===== src/rtl/clas_pkg.sv =====
// Types, codes and tables for the command line argument splitter.
// No dependencies.
`timescale 1ns / 1ps

package clas_pkg;

   localparam int RunBitsDefault = 16;

   localparam logic [2:0] KIND_TEXT      = 3'd0;
   localparam logic [2:0] KIND_ARG_END   = 3'd1;
   localparam logic [2:0] KIND_DONE      = 3'd2;
   localparam logic [2:0] KIND_BAD_QUOTE = 3'd3;
   localparam logic [2:0] KIND_META      = 3'd4;

   localparam logic ACTION_CHAR = 1'b0;
   localparam logic ACTION_END  = 1'b1;

   localparam logic [15:0] CH_BSLASH = 16'h005C;
   localparam logic [15:0] CH_QUOTE  = 16'h0022;
   localparam logic [15:0] CH_SPACE  = 16'h0020;
   localparam logic [15:0] CH_TAB    = 16'h0009;

   // bit c set for shell meta characters & ( ) < > @ ^ |
   localparam logic [127:0] META_MAP =
      128'h10000000_40000001_50000340_00000000;

   typedef struct packed {
      logic        action;
      logic [15:0] char_code;
   } req_type;

   typedef struct packed {
      logic [2:0]  kind;
      logic [15:0] backslash_run;
      logic        has_char;
      logic [15:0] char_value;
   } rsp_type;

   function automatic logic is_meta(input logic [15:0] c);
      return (c[15:7] == 9'd0) && META_MAP[c[6:0]];
   endfunction

   function automatic logic is_space(input logic [15:0] c);
      return (c == CH_SPACE) || (c == CH_TAB);
   endfunction

   // clamp a run count of up to 33 bits to the 16-bit field
   function automatic logic [15:0] clamp_run(input logic [32:0] run);
      return (run > 33'h0FFFF) ? 16'hFFFF : run[15:0];
   endfunction

   function automatic rsp_type make_rsp(input logic [2:0] kind, input logic [15:0] run,
                                        input logic has, input logic [15:0] ch);
      rsp_type r;
      r.kind          = kind;
      r.backslash_run = run;
      r.has_char      = has;
      r.char_value    = ch;
      return r;
   endfunction

endpackage


===== src/rtl/command_line_argument_splitter.sv =====
// Windows-rule command line splitter, one 16-bit character per transfer.
// Items pass the input register, then the result queue; an end item closing an open
// argument gives two results. Throughput: one item per cycle while the queue has room.
// Result queue: 4 entries; req_ready drops while s1 is full and under 2 are free.
// Reset (synchronous, active high) clears parse state, abort_ff and both stages.
`timescale 1ns / 1ps

module command_line_argument_splitter
   import clas_pkg::*;
#(
   parameter int RUN_BITS = RunBitsDefault
) (
   input  logic    clock,
   input  logic    reset,
   input  logic    req_valid,
   output logic    req_ready,
   input  req_type req_data,
   output logic    rsp_valid,
   input  logic    rsp_ready,
   output rsp_type rsp_data,
   input  logic    csr_valid,
   output logic    csr_ready,
   input  logic    csr_data
);

   localparam logic [RUN_BITS-1:0] RunMax = '1;

   // input register
   logic    s1_valid_ff, s1_valid_in;
   req_type s1_item_ff;
   logic    s1_adv;

   // parse state
   logic                in_arg_ff, in_arg_in;
   logic                in_quote_ff, in_quote_in;
   logic                close_pend_ff, close_pend_in;
   logic                failed_ff, failed_in;
   logic [RUN_BITS-1:0] bs_count_ff, bs_count_in;
   logic                abort_ff;

   // results of the current item
   logic [1:0] n_res;
   rsp_type    res0, res1;
   logic [15:0] run_full, run_half;
   logic        quote_open;
   logic [15:0] c;

   // result queue
   rsp_type    q_ff [4];
   logic [1:0] wr_ptr_ff, rd_ptr_ff;
   logic [2:0] q_count_ff;
   logic       pop;

   assign csr_ready = 1'b1;

   assign s1_adv      = s1_valid_ff && (q_count_ff <= 3'd2);
   assign req_ready   = !s1_valid_ff || s1_adv;
   assign s1_valid_in = (req_valid && req_ready) || (s1_valid_ff && !s1_adv);

   assign run_full = clamp_run(33'(bs_count_ff));
   assign run_half = clamp_run(33'(bs_count_ff >> 1));
   assign c        = s1_item_ff.char_code;
   // a quote pending close counts as closed
   assign quote_open = in_quote_ff && !close_pend_ff;

   always_comb begin
      in_arg_in     = in_arg_ff;
      in_quote_in   = in_quote_ff;
      close_pend_in = close_pend_ff;
      failed_in     = failed_ff;
      bs_count_in   = bs_count_ff;
      n_res         = 2'd0;
      res0          = make_rsp(KIND_DONE, 16'd0, 1'b0, 16'd0);
      res1          = make_rsp(KIND_DONE, 16'd0, 1'b0, 16'd0);
      if (s1_item_ff.action == ACTION_END) begin
         if (!failed_ff) begin
            priority if (quote_open) begin
               res0  = make_rsp(KIND_BAD_QUOTE, 16'd0, 1'b0, 16'd0);
               n_res = 2'd1;
            end else if (in_arg_ff) begin
               res0  = make_rsp(KIND_ARG_END, run_full, 1'b0, 16'd0);
               n_res = 2'd2;
            end else begin
               n_res = 2'd1;
            end
         end
         in_arg_in     = 1'b0;
         in_quote_in   = 1'b0;
         close_pend_in = 1'b0;
         failed_in     = 1'b0;
         bs_count_in   = '0;
      end else if (!failed_ff) begin
         close_pend_in = 1'b0;
         in_quote_in   = quote_open;
         priority if (close_pend_ff && c == CH_QUOTE) begin
            // second quote of a pair inside quotes
            res0  = make_rsp(KIND_TEXT, 16'd0, 1'b1, CH_QUOTE);
            n_res = 2'd1;
         end else if (c == CH_BSLASH) begin
            in_arg_in = 1'b1;
            if (bs_count_ff != RunMax) begin
               bs_count_in = bs_count_ff + RUN_BITS'(1);
            end
         end else if (c == CH_QUOTE) begin
            in_arg_in   = 1'b1;
            bs_count_in = '0;
            priority if (bs_count_ff[0]) begin
               res0  = make_rsp(KIND_TEXT, run_half, 1'b1, CH_QUOTE);
               n_res = 2'd1;
            end else begin
               if (run_half != 16'd0) begin
                  res0  = make_rsp(KIND_TEXT, run_half, 1'b0, 16'd0);
                  n_res = 2'd1;
               end
               if (quote_open) begin
                  close_pend_in = 1'b1;
               end else begin
                  in_quote_in = 1'b1;
               end
            end
         end else if (!quote_open && is_space(c)) begin
            if (in_arg_ff) begin
               res0  = make_rsp(KIND_ARG_END, run_full, 1'b0, 16'd0);
               n_res = 2'd1;
            end
            in_arg_in   = 1'b0;
            bs_count_in = '0;
         end else if (!quote_open && abort_ff && is_meta(c)) begin
            in_arg_in = 1'b1;
            failed_in = 1'b1;
            res0      = make_rsp(KIND_META, 16'd0, 1'b0, 16'd0);
            n_res     = 2'd1;
         end else begin
            in_arg_in   = 1'b1;
            bs_count_in = '0;
            res0        = make_rsp(KIND_TEXT, run_full, 1'b1, c);
            n_res       = 2'd1;
         end
      end
   end

   assign pop       = rsp_valid && rsp_ready;
   assign rsp_valid = (q_count_ff != 3'd0);
   assign rsp_data  = q_ff[rd_ptr_ff];

   always_ff @(posedge clock) begin
      if (reset) begin
         s1_valid_ff   <= 1'b0;
         in_arg_ff     <= 1'b0;
         in_quote_ff   <= 1'b0;
         close_pend_ff <= 1'b0;
         failed_ff     <= 1'b0;
         bs_count_ff   <= '0;
         abort_ff      <= 1'b0;
         wr_ptr_ff     <= 2'd0;
         rd_ptr_ff     <= 2'd0;
         q_count_ff    <= 3'd0;
      end else begin
         s1_valid_ff <= s1_valid_in;
         if (csr_valid && csr_ready) begin
            abort_ff <= csr_data;
         end
         if (s1_adv) begin
            in_arg_ff     <= in_arg_in;
            in_quote_ff   <= in_quote_in;
            close_pend_ff <= close_pend_in;
            failed_ff     <= failed_in;
            bs_count_ff   <= bs_count_in;
            wr_ptr_ff     <= wr_ptr_ff + n_res;
         end
         if (pop) begin
            rd_ptr_ff <= rd_ptr_ff + 2'd1;
         end
         q_count_ff <= q_count_ff + (s1_adv ? 3'(n_res) : 3'd0) - 3'(pop);
      end
   end

   // payload registers: no reset
   always_ff @(posedge clock) begin
      if (req_valid && req_ready) begin
         s1_item_ff <= req_data;
      end
      if (s1_adv && n_res != 2'd0) begin
         q_ff[wr_ptr_ff] <= res0;
      end
      if (s1_adv && n_res == 2'd2) begin
         q_ff[wr_ptr_ff + 2'd1] <= res1;
      end
   end

endmodule


===== config.mk =====
export PLATFORM = sky130hd
export DESIGN_NAME = command_line_argument_splitter
export DESIGN_NICKNAME = d
export VERILOG_FILES = /design/src/rtl/clas_pkg.sv /design/src/rtl/command_line_argument_splitter.sv
export SDC_FILE = /design/constraint.sdc
export NUM_CORES = 1
export LEC_CHECK = 0
export BUFFER_PORTS_ARGS = -buffer_cell sky130_fd_sc_hd__buf_2
export CORE_ASPECT_RATIO = 1.25
export CORE_MARGIN = 1.5
export CORE_UTILIZATION = 55
export CTS_CLUSTER_DIAMETER = 40
export DETAILED_ROUTE_END_ITERATION = 10
export GPL_TIMING_DRIVEN = 0
export PLACE_DENSITY = 0.74
export REMOVE_ABC_BUFFERS = 1
export SYNTH_ARGS = -nofsm -noshare
export SYNTH_HDL_FRONTEND = slang
export SYNTH_SLANG_ARGS = --single-unit

===== constraint.sdc =====
create_clock -name clock -period 3.95 [get_ports clock]
set_input_delay 0.1975 -clock clock [delete_from_list [all_inputs] [get_ports clock]]
set_output_delay 0.1975 -clock clock [all_outputs]
set_load 0.01 [all_outputs]

==> flow_metrics.tcl <==
set metrics [dict create \
    worstHoldPathType "in2reg" \
    powerDensity_nw_per_um2 627 \
    fp.dieH_microns 145 \
    synthCells 930 \
    netlist-cell-type-count 77 \
    yosys.area.top_type "dfxtp_1" \
    wl_per_cell_microns 18.6 \
    vias 7315 \
    crit_fanout 17 \
    io_pins 62 \
    tightest_slew_ns 1.42 \
    holdWs_ns 0.0158 \
    area_growth_pct 14.5 \
    final_cells 1193 \
    dpl_cell_area_sq_um 9390 \
    synth_area_per_cell_sq_um 9.61 \
    cap_violations 0 \
    hold_viol 0 \
    drive_gt1_frac 0.193 \
    place_congestion 0.911 \
    crit_type "reg2reg" \
    clk_pin_slew_ns 0.07 \
    first_pass_iters 5 \
    yosysWarningCount 0 \
    vias_per_cell 6.13 \
    crit_buf_inv 2 \
    wl_microns 22200 \
    fmax_mhz 271 \
    p_leak_nw 3.60 \
    dieArea_sq_um 17000 \
    clk_path_buf_depth 2 \
    synth_area_leaders "dfxtp_1, mux4_2, a21oi_1, edfxtp_1, o21ai_0" \
    numCtsBuffers 17 \
    setup.worst_path.start_class "flop" \
    grt_max_degree 36 \
    postLayoutCellArea_sq_um 10200 \
    slew_headroom 0.0521 \
    cts.sinks 193 \
    antenna_left 0 \
    coreArea_sq_um 15800 \
    outcome "completed" \
    ys_seq_area_frac 0.452 \
    io_buffers 60 \
    crit_slowest_cell "edfxtp_1" \
    clock_skew_ns 0.0116 \
    dieWidth_microns 117 \
    cp-end-kind "flop" \
    grt_pass1_wl_microns 35400 \
    rsz0062_at_grt "no" \
    drtIter0Drc 729 \
    antenna_found_initial 0 \
    crit_required_ns 4.27 \
    clock_latency_ns 0.44 \
    arrival_ns 4.00 \
    max_stage_delay_ns 0.50 \
    track_usage 0.267 \
    async_flop_share 0 \
    synth_edf_count 17 \
    cts_root_buf "clkbuf_16" \
    std_cell_rows 51 \
    initial_core_util 0.567 \
    maxSlewViolCount 0 \
    setup-tns-final_ns 0 \
    htree_levels 4 \
    antennaDiodeCount 0 \
    n_fill_cell 1271 \
    yosys_register_bits 193 \
    critPathTopFamily "simple AND/OR/NAND/NOR gates" \
    dpl.hpwl_microns 14200 \
    grt_pass1_vias 6936 \
    min_period_ns 3.68 \
    drc_errors 0 \
    synth_area_sq_um 8930 \
    overflow 0 \
    crit_chain "nor4_4, and4_1, a21oi_2, o21a_2, a311oi_1, nand2_1, ha_1, inv_1, ha_1, inv_1, fa_1, xnor2_1, xnor2_1, nor2_1" \
    fin_crit_sh 0.933 \
    cts_tree "built" \
    setup_viol 0 \
    synthFlopType "dfxtp_1" \
    dp_cells 1136 \
    netlist.area_leader.share 0.394 \
    ir_drop_mv 0.345 \
    final_nets 997 \
]
-- report_power, final --
part	leakage [nW]	switching, W	internal (W)
Combinational	1.70	0.000889	0.000917
Clock	0.284	0.000814	0.000909
Sequential	1.62	0.000339	0.00255
Total	3.60	0.00204	0.00437
-- state kept, by name (all words and copies together), names as in the netlist, named ones only --
signal and cells:
s1_item_ff 1, failed_ff 1, in_arg_ff 1, c 16, abort_ff 1, rd_ptr_ff 2
in_quote_ff 1, q_ff 144, wr_ptr_ff 2, q_count_ff 3, s1_valid_ff 1, bs_count_ff 16
close_pend_ff 1
-- cell usage in the layout, fill, tap and decap left out, types with 4 or more instances in the layout --
cell type	netlist	layout
nor4_1	14	13
nand3_1	47	47
nor4b_1	7	7
buf_2	25	60
mux4_2	36	36
nand3b_1	4	4
a22oi_2	6	6
nor2_1	41	40
dfxtp_1	176	174
buf_4	7	6
o31ai_1	9	9
buf_12	0	4
and4_1	4	4
a21oi_2	5	5
or3_1	6	6
inv_1	10	10
o21ai_0	90	90
mux2i_1	31	31
edfxtp_1	17	17
o22ai_4	1	5
and2_1	8	8
or4_1	11	11
ha_1	5	5
a22oi_1	9	9
nand2_1	103	103
nand2b_1	9	9
inv_6	0	6
a21oi_1	123	123
nor3_1	9	9
xnor2_1	4	4
nand4_1	7	7
clkbuf_16	0	17
dlygate4sd3_1	0	19
-- worst reg2reg max path: stages, from the launching register on --
cell,delay [ns]
edfxtp_1,0.50
nor4_4,0.48
and4_1,0.33
a21oi_2,0.19
o21a_2,0.31
a311oi_1,0.38
nand2_1,0.11
ha_1,0.29
inv_1,0.05
ha_1,0.13
inv_1,0.05
fa_1,0.37
xnor2_1,0.18
xnor2_1,0.14
nor2_1,0.06
-- stage by stage --
step,total power (W),worst slack (ns),util
after global routing,0.00677,0.00537,0.649
after detailed placement,0.00470,-0.269,0.596
after CTS,0.00644,0.0606,0.646
final,0.00642,0.265,0.649
after global placement,0.00460,-1.68,0.579
after floorplan,0.00407,-0.0166,-
-- synth_stat cells, types with 5 or more instances --
| cell type | instances |
|---|---|
| edfxtp_1 | 17 |
| nor3_1 | 9 |
| a22oi_1 | 9 |
| a22oi_2 | 6 |
| nor4b_1 | 7 |
| buf_2 | 25 |
| a21oi_1 | 123 |
| o21ai_0 | 90 |
| buf_4 | 7 |
| o31ai_1 | 9 |
| and2_1 | 8 |
| inv_1 | 10 |
| nand2b_1 | 9 |
| nand3_1 | 47 |
| buf_6 | 5 |
| mux2i_1 | 31 |
| nor2_1 | 41 |
| or3_1 | 6 |
| a21oi_2 | 5 |
| nand4_1 | 7 |
| dfxtp_1 | 176 |
| nor4_1 | 14 |
| mux4_2 | 36 |
| ha_1 | 5 |
| clkbuf_1 | 30 |
| nand2_1 | 103 |
| or4_1 | 11 |
-- layout make-up --
class,count,area (sq um),area share
Inverter,12,45.0,0.00440
Timing Repair Buffer,93,713,0.0697
Clock inverter,14,141,0.0138
Sequential cell,193,4040,0.395
Clock buffer,18,439,0.0429
Multi-Input combinational cell,651,4590,0.449
Tap cell,212,265,0.0259
-- cells by family (layout without fill, tap and decap cells) --
family                   Yosys count  count (layout)  share of synthesized area
other                              1               1                   0.000420
adder cells (fa/ha/maj)            6               6                    0.00924
buffers and inverters             86             137                     0.0472
AND/OR/NAND/NOR                  294             294                      0.176
flip-flops                       193             193                      0.452
multiplexers                      68              68                      0.127
XOR/XNOR                           7               7                    0.00686
AO/OA/AOI/OAI                    275             275                      0.182
-- worst paths after layout --
kind                             from                       end  slack (ns)  cells past startpoint
max                   c[15]$_DFFE_PP_  q_count_ff[2]$_SDFF_PP0_        0.27                     14
min                         csr_valid     abort_ff$_SDFFE_PP0P_        0.02                      3
max reg2reg           c[15]$_DFFE_PP_  q_count_ff[2]$_SDFF_PP0_        0.27                     14
min reg2reg  q_ff[1][35]$_SDFFE_PP0P_  q_ff[1][35]$_SDFFE_PP0P_        0.46                      2
-- what timing repair did --
action | in CTS | in global routing
endpoints found under the setup margin | 2 | 2
gates cloned | 0 | 0
hold buffers | 19 | 0
setup buffers | 1 | 5
gates resized for setup | 2 | 2
pin swaps | 0 | 2
endpoints found under the hold margin | 19 | 0
-- layer usage --
metal / vias up / GRT usage / part of all wire / wire length (microns)
li1: 3515 / - / - / -
met1: 3489 / 0.337 / 0.40 / 8870
met2: 265 / 0.445 / 0.51 / 11400
met3: 46 / 0.0466 / 0.057 / 1260
met4: 0 / 0.116 / 0.030 / 672
met5: - / 0 / 0 / 0
Note: power is estimated with default switching activity, not from simulation.
